$ cat src/sv/assert_macros.svh
// Assertion helpers shared by the RTL.
`ifndef ASSERT_MACROS_SVH
`define ASSERT_MACROS_SVH

// Checked on every rising edge outside reset.
`define CACT_ASSERT(name, clk, rst_n, prop, msg) \
    name: assert property (@(posedge clk) disable iff (!rst_n) (prop)) else $error(msg);

// Checked on every rising edge, reset included.
`define CACT_ASSERT_ALWAYS(name, clk, prop, msg) \
    name: assert property (@(posedge clk) (prop)) else $error(msg);

`endif

$ cat src/sv/cact_pkg.sv
package cact_pkg;

    localparam int BUCKETS_DEF = 1024;
    localparam int POOL_DEF    = 1024;
    localparam int INDEX_W     = 11;
    localparam int THR_W       = 12;
    localparam int TOTAL_W     = 12;

    localparam logic [31:0]        HASH_MUL  = 32'h1f1f1f1f;
    localparam logic [THR_W-1:0]   THR_RESET = 12'h800;
    localparam logic [TOTAL_W-1:0] TOTAL_MAX = 12'hfff;

    typedef enum logic [1:0] {
        K_RECORD = 2'd0,
        K_READ   = 2'd1,
        K_CLEAR  = 2'd2,
        K_NOP    = 2'd3
    } t_kind;

    typedef struct packed {
        logic [31:0] hit_count;
        logic        new_arc;
        logic        dropped;
        logic        entry_valid;
        logic [31:0] entry_pc;
        logic [31:0] entry_ret;
    } t_result;

endpackage

$ cat src/sv/cact_hash.sv
module cact_hash import cact_pkg::*; #(
    parameter int BUCKETS = BUCKETS_DEF,
    localparam int BUCKET_W = $clog2(BUCKETS)
) (
    input  logic                i_clk,
    input  logic                i_rst_n,
    input  logic                i_start,
    input  logic [31:0]         i_pc,
    input  logic [31:0]         i_ret,
    output logic                o_done,
    output logic [BUCKET_W-1:0] o_root
);

    localparam bit IS_POW2 = (BUCKETS & (BUCKETS - 1)) == 0;
    // q = (x * MAGIC) >> (32 + BUCKET_W) is the exact quotient for any 32-bit x
    localparam logic [63:0] MAGIC_FULL =
        ((64'd1 << (32 + BUCKET_W)) + 64'(BUCKETS) - 64'd1) / 64'(BUCKETS);
    localparam logic [32:0] MAGIC   = MAGIC_FULL[32:0];
    localparam logic [31:0] DIVISOR = 32'(BUCKETS);

    typedef enum logic [1:0] {
        H_IDLE,
        H_QUOT,
        H_REM,
        H_DONE
    } t_phase;

    t_phase      r_phase;
    logic [31:0] r_word;
    logic [31:0] r_quot;

    logic [64:0] prod;

    always_comb begin
        prod = {33'd0, r_word} * {32'd0, MAGIC};
    end

    always_ff @(posedge i_clk) begin
        if (!i_rst_n) begin
            r_phase <= H_IDLE;
        end else begin
            unique case (r_phase)
                H_IDLE: begin
                    if (i_start) begin
                        r_word  <= (i_pc * HASH_MUL) ^ i_ret;
                        r_phase <= IS_POW2 ? H_DONE : H_QUOT;
                    end
                end
                H_QUOT: begin
                    r_quot  <= 32'(prod >> (32 + BUCKET_W));
                    r_phase <= H_REM;
                end
                H_REM: begin
                    r_word  <= r_word - r_quot * DIVISOR;
                    r_phase <= H_DONE;
                end
                H_DONE: begin
                    r_phase <= H_IDLE;
                end
            endcase
        end
    end

    assign o_done = (r_phase == H_DONE);
    assign o_root = r_word[BUCKET_W-1:0];

endmodule
$ cat config.mk
export PLATFORM = sky130hd
export DESIGN_NAME = cact_hash
export DESIGN_NICKNAME = d
export VERILOG_FILES = /design/src/sv/assert_macros.svh /design/src/sv/cact_pkg.sv /design/src/sv/cact_hash.sv
export SDC_FILE = /design/constraint.sdc
export NUM_CORES = 1
export LEC_CHECK = 0
export ABC_AREA = 1
export BUFFER_PORTS_ARGS = -buffer_cell sky130_fd_sc_hd__buf_2
export CORE_MARGIN = 8
export CORE_UTILIZATION = 30
export CTS_CLUSTER_DIAMETER = 30
export DETAILED_ROUTE_END_ITERATION = 12
export PLACE_DENSITY = 0.56
export SLEW_MARGIN = 25
export SYNTH_ARGS = -nofsm -noshare
export SYNTH_HDL_FRONTEND = slang
export SYNTH_SLANG_ARGS = --single-unit
$ cat constraint.sdc
create_clock -name i_clk -period 5.3 [get_ports i_clk]
set_input_delay 0.795 -clock i_clk [delete_from_list [all_inputs] [get_ports i_clk]]
set_output_delay 0.795 -clock i_clk [all_outputs]
set_load 0.02 [all_outputs]
== Word-level counts from Yosys, hierarchy flattened ==
Index checks and enable logic that the tools add are counted.

* Add/sub/neg operators: 1
* Bitwise operators: 1
* Reduce and logical (&&, ||, !) cells: 4
* Eq/ne operators: 4
* Multiply operators: 1
* Multiplexer cells: 4

{| class="wikitable"
|+ Operator list
! kind !! number
|-
| 32-bit case mux with 2 select lines || 1
|-
| 32-bit by 29-bit multiplier with 32-bit output, second input constant || 1
|-
| 32-bit 2-to-1 mux || 1
|-
| 32-bit subtractor || 1
|-
| 32-bit XOR || 1
|-
| 2-bit case mux with 4 select lines || 1
|-
| 2-bit == test, second input constant || 2
|-
| 3-bit AND reduction || 1
|-
| 2-bit by 1-bit == test with 1-bit output, second input constant || 1
|-
| 2-bit zero test || 1
|-
| 2-bit 2-to-1 mux || 1
|-
| 2-bit inequality test, second input constant || 1
|-
| 2-bit AND reduction || 1
|-
| 2-bit nonzero test || 1
|}

* Register bits after elaboration: 56
* Word-level logic and storage cells: 18

== Depth between registers and ports, before layout ==
Gate-level depths: netlist (run 1).

* Depth after elaboration: 4
* Mapped depth: 23

== Worst setup path after synthesis (run 1) ==
No wires, ideal clock.

* Kind: input -> register
* Start point: input i_pc[4]
* End point: register r_word[9], data pin
* Path buffers: 0
* Cell stages on the path: 19
* Arrival time: 4.704 ns
* Setup slack: 0.342 ns
* Data required time: 5.045 ns
* Setup time: 0.255 ns
* Cell sequence: inv_1 > fa_1 > inv_1 > ha_1 > ha_1 > fa_1 > ha_1 > ha_1 > ha_1 > inv_1 > fa_1 > inv_1 > ha_1 > a21oi_1 > o21ai_0 > a21oi_1 > nand3_2 > nand2_1 > nor2_1

* Cells in the longest elaborated chain, start to end: 4

{| class="wikitable"
|+ Ends and longest elaborated chain
! item !! RTL line !! RTL
|-
| from (decl) || cact_hash.sv:8 || <nowiki>input logic [31:0] i_pc,</nowiki>
|-
| 32-bit by 29-bit multiplier with 32-bit output || cact_hash.sv:45 || <nowiki>r_word <= (i_pc * HASH_MUL) ^ i_ret;</nowiki>
|-
| 32-bit XOR || cact_hash.sv:45 ||
|-
| 32-bit 2-to-1 mux || cact_hash.sv:44 || <nowiki>if (i_start) begin</nowiki>
|-
| 32-bit case mux with 2 select lines || cact_hash.sv:42 || <nowiki>unique case (r_phase)</nowiki>
|-
| to (signal assigned) || cact_hash.sv:45 ||
|-
| to (signal assigned) || cact_hash.sv:54 || <nowiki>r_word <= r_word - r_quot * DIVISOR;</nowiki>
|-
| to (decl) || cact_hash.sv:29 || <nowiki>logic [31:0] r_word;</nowiki>
|}

Every way passes these cells. The select of a mux whose other input is x is not followed.
A chain may end at the register's enable or synchronous reset.

== Worst setup path in the final report (run 1) ==
Ends and elaborated chain as after synthesis.

==> impl_metrics.toml, run 1 <==
[sta]
fin_setup_tns_ps = 0
rsz0062_at_grt = "no"
worst_pin_slew_ps = 486.4
hold_slack_ps = 480.8
finClkSkew_ps = 7.031
hold_viol = 0
timing.fmax_mhz = 199.1
fin_crit_ps = 5023
fin_crit_sh_pct = 94.78
setup-violations-final = 0
slew_headroom_pct = 67.45
drv_slew = 0
worst_slack_ps = 276.6

[drt]
wirelength_mm = 3.129
post-route-drc-count = 0
ant_nets = 0
via_per_inst = 4.109
wire_per_inst_um = 9.748
vias = 1319
drt_iter0_drc = 21
dr.pass1.iters = 4

[cells_and_area]
area_growth_syn_to_layout_pct = 20.69
n_antenna_cell = 0
nNetsFinal = 360
instances_no_fill = 321
drive_gt1_share_pct = 19.28
mostFrequentLayoutCells = "inv_1, nand2_1, buf_2"
final_common_cell = "inv_1"

[job]
drv_cap = 0

[worst_setup_path]
reg2reg_slack_ps = 3940
arrival_ps = 5010
max_stage_delay_ps = 540
cpMaxStageDelayCell = "fa_1"
crit_path_cell_trace = "buf_2, inv_1, fa_1, inv_1, ha_1, ha_1, fa_1, ha_1, ha_1, ha_1, inv_1, fa_1, inv_1, ha_1, a21oi_1, o21ai_0, a21oi_1, nand3_2, nand2_1, nor2_1"
reg2regPathDepth = 5
crit_top_cell = "ha_1"
crit_fanout = 3
endpoint_kind = "flip-flop"
r2r_start = "r_phase[1]"
critPathTopFamily = "adder cells"
path_class = "in2reg"
cp_data_required_time_ps = 5280
crit_buf_inv = 5
crit_cells = 20
endpoint = "r_word[9]"
r2r_end = "r_word[4]"
crit_start = "i_pc[4]"
critPathLaunchType = "input port"

[grt]
grt_max_degree = 11
overflow = 0
grt_pass1_wl_mm = 5.809
grt_antenna_before_repair = 0
grt_usage_pct = 8.440
grt_pass1_vias = 1388

[clock_network]
clock_latency_ps = 240
cts_tree = "built"
clock_path_buffers = 2
ctsResizeCount = 0
postCtsSetupBuffers = 0
cts_buffers = 3
holdBufCountCts = 0
clk_pin_slew_ps = 40
cts_root_buf = "clkbuf_8"
clock_sinks = 12
h-tree-depth = 1

[die]
dieArea_mm2 = 0.008207
row_count = 27
die_h_um = 90.59
die_x_um = 90.59
start_util_pct = 30.69
coreArea_mm2 = 0.005439
io_pins = 78

[pwr]
power_leakage_nw = 1.135
p_comb_share_pct = 74.8
cellInternalPower_w = 0.0004998
net-switching-power_w = 0.0004099
ir_drop_v = 0.0001466
p_clk_share_pct = 9.1
cellPowerDensity_mw_per_mm2 = 451.6
p_sw_share_pct = 45.06
seq_power_share_pct = 16.1

[min_path]
min_path_cells = 1
hold_class = "reg2reg"

[placed_design]
portBuffers = 33
dp_slack_ps = 3.410
gp_congestion = 0.7306
dp.cells = 317
hpwl_mm = 2.916

[synthesis]
ys_seq_area_share_pct = 20.39
yosysTopAreaCellShare_pct = 22.49
syn_area_mm2 = 0.001669
yosysWarnings = 0
synthDistinctLibCells = 23
synth_top_area_cell = "ha_1"
synth-seq-cells = 12
syn_avg_cell_area_um2 = 8.102
syn_nets = 316
syn_inst = 206
synthTopCellsByArea = "ha_1, edfxtp_1, fa_1"

[run_status]
status = "complete, no violations"
==> worst min-delay path by stage <==
stage                          start  slack (ps)         end
final                     r_phase[0]         480  r_phase[0]
after global routing      r_phase[0]         490  r_phase[0]
after CTS                 r_phase[0]         480  r_phase[0]
after detailed placement  r_phase[0]         470  r_phase[0]
after global placement    r_phase[0]         470  r_phase[0]
after floorplan           r_phase[0]         450  r_phase[0]
==> area by class of cell <==
| class | count | area, um^2 |
|---|---|---|
| inverters | 53 | 198.9 |
| flip-flops and latches | 12 | 340.3 |
| repair buffers | 39 | 210.2 |
| fillers | 576 | 3425 |
| clock buffers | 4 | 45.04 |
| multi-input cells | 141 | 1130 |
| well taps | 72 | 90.09 |
==> Yosys cell counts, drive strengths merged <==
library cell / n
o211ai: 1
or2: 1
xor2: 4
ha: 30
xnor2: 9
clkinv: 1
o31ai: 1
nand2: 42
a21oi: 9
nand3: 7
o21ai: 3
inv: 52
nor2: 18
fa: 13
edfxtp: 10
nand4: 1
nand3b: 1
a21o: 1
dfxtp: 2
==> flip-flops by register name (all words and copies together), names as in the netlist <==
signal / count
r_word: 10
r_phase: 2
==> worst reg2reg max path, cell delays in order, from the launching register on <==
cell and delay [ps]:
dfxtp_1 340, inv_1 60, nor2_1 380, inv_1 170
o21ai_0 110, a21oi_1 50
==> through the flow <==
stage	util [%]	power, W	cell area (um^2)
finish	37.04	0.0009096	2014
global route	37.04	0.001042	2014
CTS	37.04	0.0009256	2014
detailed placement	36.21	0.0008362	1969
global placement	36.21	0.0008218	1969
floorplan	-	0.0006736	1669
==> per-layer routing <==
metal  global-route usage (%)  up-vias  share of wire (%)
met4                    2.913        0                1.4
met1                    9.185      573                 44
met3                    2.244        5                5.4
met2                    15.29       25                 49
li1                         -      716                  -
met5                        0        -                  0
==> power by group through the flow <==
stage,clock network (W),registers (W),logic (W)
after floorplan,0,0.000171,0.000503
after global placement,0,0.000149,0.000673
after detailed placement,0,0.000148,0.000688
after CTS,0.0000853,0.000147,0.000694
after global routing,0.0000895,0.000148,0.000805
final,0.0000828,0.000146,0.000681
==> kinds of logic (layout without fill, tap and decap cells) <==
group / after synthesis / after routing / synth area share, %
compound gates: 15 / 15 / 4.948
buf+inv: 53 / 96 / 11.92
simple gates: 70 / 70 / 17.84
fa+ha+maj: 43 / 43 / 38.08
xor+xnor: 13 / 13 / 6.822
flops: 12 / 12 / 20.39
No activity file was read; power rests on OpenSTA's default activity.
==> inputs of run 2 (changes only) <==
--- a/config.mk
+++ b/config.mk
@@ -7,11 +7,13 @@
 export LEC_CHECK = 0
 export ABC_AREA = 1
 export BUFFER_PORTS_ARGS = -buffer_cell sky130_fd_sc_hd__buf_2
+export CELL_PAD_IN_SITES_DETAIL_PLACEMENT = 1
+export CELL_PAD_IN_SITES_GLOBAL_PLACEMENT = 2
 export CORE_MARGIN = 8
-export CORE_UTILIZATION = 30
+export CORE_UTILIZATION = 25
 export CTS_CLUSTER_DIAMETER = 30
 export DETAILED_ROUTE_END_ITERATION = 12
-export PLACE_DENSITY = 0.56
+export PLACE_DENSITY = 0.8
 export SLEW_MARGIN = 25
 export SYNTH_ARGS = -nofsm -noshare
 export SYNTH_HDL_FRONTEND = slang
==> impl_metrics.toml, run 2 (synthesis results as in run 1) <==
[sta]
fin_crit_ps = 4963
timing.fmax_mhz = 201.5
drv_slew = 0
hold_viol = 0
worst_pin_slew_ps = 457.5
hold_slack_ps = 498.7
setup-violations-final = 0
slew_headroom_pct = 69.39
finClkSkew_ps = 3.881
rsz0062_at_grt = "no"
fin_crit_sh_pct = 93.64
worst_slack_ps = 337.0

[pwr]
p_clk_share_pct = 8.7
p_comb_share_pct = 75.7
cellInternalPower_w = 0.0004998
power_leakage_nw = 1.128
cellPowerDensity_mw_per_mm2 = 464.2
net-switching-power_w = 0.0004406
p_sw_share_pct = 46.85
power_w = 0.0009404
ir_drop_v = 0.0001303
seq_power_share_pct = 15.6

[cells_and_area]
reg_top3 = "r_word x10, r_phase x2"
area_growth_syn_to_layout_pct = 21.36
fin_area_mm2 = 0.002026
drive_gt1_share_pct = 20.16
instances_no_fill = 325
nNetsFinal = 359
top_register = "r_word"
mostFrequentLayoutCells = "inv_1, nand2_1, buf_2"
n_antenna_cell = 0
largest_reg_flops = 10
final_common_cell = "inv_1"

[grt]
overflow = 0
grt_pass1_vias = 1527
grt_antenna_before_repair = 0
grt_usage_pct = 8.240
grt_max_degree = 11
grt_pass1_wl_mm = 6.720

[clock_network]
postCtsSetupBuffers = 0
holdBufCountCts = 0
ctsResizeCount = 0
clock_latency_ps = 230
h-tree-depth = 1
cts_tree = "built"
clk_pin_slew_ps = 50
cts_root_buf = "clkbuf_8"
clock_path_buffers = 2
cts_buffers = 3
clock_sinks = 12

[placed_design]
hpwl_mm = 3.449
portBuffers = 33
placed_area_mm2 = 0.001968
gp_congestion = 0.7194
dp_slack_ps = -57.70
dp.cells = 321

[worst_setup_path]
crit_fanout = 3
cp_data_required_time_ps = 5280
path_class = "in2reg"
endpoint_kind = "flip-flop"
critPathLaunchType = "input port"
arrival_ps = 4950

[die]
start_util_pct = 25.99
die_h_um = 97.71
die_x_um = 97.71
dieArea_mm2 = 0.009547
io_pins = 78
row_count = 29
coreArea_mm2 = 0.006422

[drt]
wire_per_inst_um = 11.18
ant_nets = 0
dr.pass1.iters = 3
via_per_inst = 4.188
vias = 1361
post-route-drc-count = 0
drt_iter0_drc = 20
wirelength_mm = 3.632

[min_path]
hold_class = "reg2reg"

[job]
drv_cap = 0

[run_status]
status = "complete, no violations"
[run 2: changes by cell type in the layout (fill, tap and decap cells not counted), sizes merged]
| cell | delta |
|---|---|
| buf | -1 |
[run 2: stage by stage]
| step | utilization (%) | setup TNS, ps |
|---|---|---|
| final | 31.54 | 0 |
| after CTS | 31.35 | 0 |
| after detailed placement | 30.64 | -57.70 |
| after global routing | 31.54 | 0 |
| after global placement | 30.64 | -13.86 |
| after floorplan | - | 0 |
[run 2: worst max-delay path, stage by stage]
cell and delay, ps:
buf_2 120, inv_2 70, fa_1 540, inv_1 40, ha_1 280, ha_1 290, fa_1 460, ha_1 310
ha_1 280, ha_1 280, inv_1 60, fa_1 500, inv_1 70, ha_4 250, a21oi_1 110, o21ai_0 90
a21oi_1 210, nand3_2 90, nand2_1 60, nor2_1 60
[run 2: worst paths after layout]
check	from	end	slack, ps	cells past startpoint
worst min-delay path	r_phase[0]	r_phase[0]	500	1
worst max-delay path	i_pc[4]	r_word[9]	340	20
worst max register to register	r_phase[1]	r_word[4]	3940	5
worst min register to register	r_phase[0]	r_phase[0]	500	1
[run 2: power groups by stage]
stage               Combinational [W]  Sequential, W  Clock [W]
detailed placement           0.000707       0.000149          0
global route                 0.000845       0.000148  0.0000903
global placement             0.000680       0.000148          0
CTS                          0.000712       0.000147  0.0000840
floorplan                    0.000503       0.000171          0
finish                       0.000712       0.000146  0.0000820
[run 2: per-layer routing]
metal | vias to the layer above | wire [um] | global-route usage [%]
li1 | 713 | - | -
met1 | 621 | 1615 | 9.125
met2 | 25 | 1775 | 15.13
met3 | 2 | 227 | 2.149
met4 | 0 | 14 | 2.158
met5 | - | 0 | 0
[run 2: area by class of cell]
| cell class | instances | area [um^2] |
|---|---|---|
| inverter | 53 | 198.9 |
| fill | 803 | 4397 |
| sequential | 12 | 340.3 |
| multi-input combinational | 141 | 1142 |
| timing repair buffer | 38 | 202.7 |
| clock buffer | 4 | 45.04 |
| tap | 77 | 96.34 |
==> inputs of run 3 (changes only) <==
--- a/config.mk
+++ b/config.mk
@@ -9,6 +9,7 @@
 export BUFFER_PORTS_ARGS = -buffer_cell sky130_fd_sc_hd__buf_2
 export CELL_PAD_IN_SITES_DETAIL_PLACEMENT = 1
 export CELL_PAD_IN_SITES_GLOBAL_PLACEMENT = 2
+export CORE_ASPECT_RATIO = 1.1
 export CORE_MARGIN = 8
 export CORE_UTILIZATION = 25
 export CTS_CLUSTER_DIAMETER = 30
==> impl_metrics.toml, run 3 (synthesis results as in run 1) <==
[grt]
grt_usage_pct = 8.292
overflow = 0
grt_pass1_vias = 1558
grt_pass1_wl_mm = 6.520
grt_max_degree = 11
grt_antenna_before_repair = 0

[job]
drv_cap = 0

[pwr]
p_comb_share_pct = 74.9
net-switching-power_w = 0.0004283
cellInternalPower_w = 0.0004877
cellPowerDensity_mw_per_mm2 = 453.6
p_clk_share_pct = 9.1
power_leakage_nw = 1.131
power_w = 0.0009161
seq_power_share_pct = 16.0
ir_drop_v = 0.0001702
p_sw_share_pct = 46.76

[placed_design]
hpwl_mm = 3.417
portBuffers = 33
dp_slack_ps = -49.81
gp_congestion = 0.7423

[clock_network]
cts_root_buf = "clkbuf_8"
cts_buffers = 3
postCtsSetupBuffers = 0
clk_pin_slew_ps = 50
clock_path_buffers = 2
cts_tree = "built"
h-tree-depth = 1
ctsResizeCount = 0
clock_latency_ps = 240
clock_sinks = 12
holdBufCountCts = 0

[worst_setup_path]
crit_fanout = 3
critPathLaunchType = "input port"
path_class = "in2reg"
arrival_ps = 5040
endpoint_kind = "flip-flop"
cp_data_required_time_ps = 5290

[drt]
wirelength_mm = 3.631
dr.pass1.iters = 4
via_per_inst = 4.206
top_layer_used = "met4"
wl_met2_mm = 1.875
wire_per_inst_um = 11.00
ant_nets = 0
wl_met1_mm = 1.496
wl_met3_um = 226
drt_iter0_drc = 15
post-route-drc-count = 0
vias = 1388

[sta]
worst_slack_ps = 249.0
rsz0062_at_grt = "no"
fin_crit_sh_pct = 95.30
fin_crit_ps = 5051
finClkSkew_ps = 3.395
setup-violations-final = 0
drv_slew = 0
hold_slack_ps = 497.0
worst_pin_slew_ps = 478.7
slew_headroom_pct = 67.97
hold_viol = 0
timing.fmax_mhz = 198.0

[die]
coreArea_mm2 = 0.006516
dieArea_mm2 = 0.009550
io_pins = 78
die_x_um = 93.91
die_h_um = 101.7
row_count = 31
start_util_pct = 25.61

[cells_and_area]
mostFrequentLayoutCells = "inv_1, nand2_1, buf_2"
reg_top3 = "r_word x10, r_phase x2"
final_common_cell = "inv_1"
nNetsFinal = 359
n_antenna_cell = 0
area_growth_syn_to_layout_pct = 20.99
largest_reg_flops = 10
drive_gt1_share_pct = 18.95
top_register = "r_word"
fillers = 816

[min_path]
hold_class = "reg2reg"

[run_status]
status = "complete, no violations"
==> run 3: area by class of cell <==
type	count	area, um^2	share of cell area (%)
multi-input combinational	141	1130	55.95
sequential	12	340.3	16.85
timing repair buffer	38	202.7	10.04
inverter	53	198.9	9.851
tap	82	102.6	5.081
clock buffer	4	45.04	2.230
==> run 3: per-stage QoR <==
step                      cells  TNS (ps)  util [%]  instance area, um^2
after global placement      326   -0.1354     30.30                 1974
after floorplan             206         0         -                 1669
after detailed placement    326    -49.81     30.30                 1974
after CTS                   330         0     30.99                 2019
after global routing        330         0     30.99                 2019
final                       330         0     30.99                 2019
==> run 3: final timing paths <==
path,startpoint,end,slack [ps],depth (start not counted)
worst max-delay path,i_pc[4],r_word[9],250,20
worst max register to register,r_phase[1],r_word[4],3930,5
worst min-delay path,r_phase[0],r_phase[0],500,1
worst min register to register,r_phase[0],r_phase[0],500,1
==> run 3: routing by layer <==
metal,GRT usage (%),vias to the layer above
met5,0,-
met3,1.408,4
li1,-,714
met2,16.33,28
met1,8.669,642
met4,2.198,0
==> run 3: critical path, cell delays in order <==
cell and delay [ps]:
buf_2 100, inv_1 90, fa_1 550, inv_1 40
ha_1 280, ha_1 290, fa_1 470, ha_1 300
ha_1 280, ha_1 290, inv_1 60, fa_1 500
inv_1 40, ha_1 320, a21oi_1 130, o21ai_0 90
a21oi_1 200, nand3_2 90, nand2_1 60, nor2_1 50
==> run 3: power by group through the flow <==
stage / clock (W) / combinational (W) / sequential (W)
floorplan: 0 / 0.000503 / 0.000171
global placement: 0 / 0.000680 / 0.000148
detailed placement: 0 / 0.000703 / 0.000148
CTS: 0.0000855 / 0.000709 / 0.000147
global route: 0.0000876 / 0.000814 / 0.000148
finish: 0.0000834 / 0.000686 / 0.000147
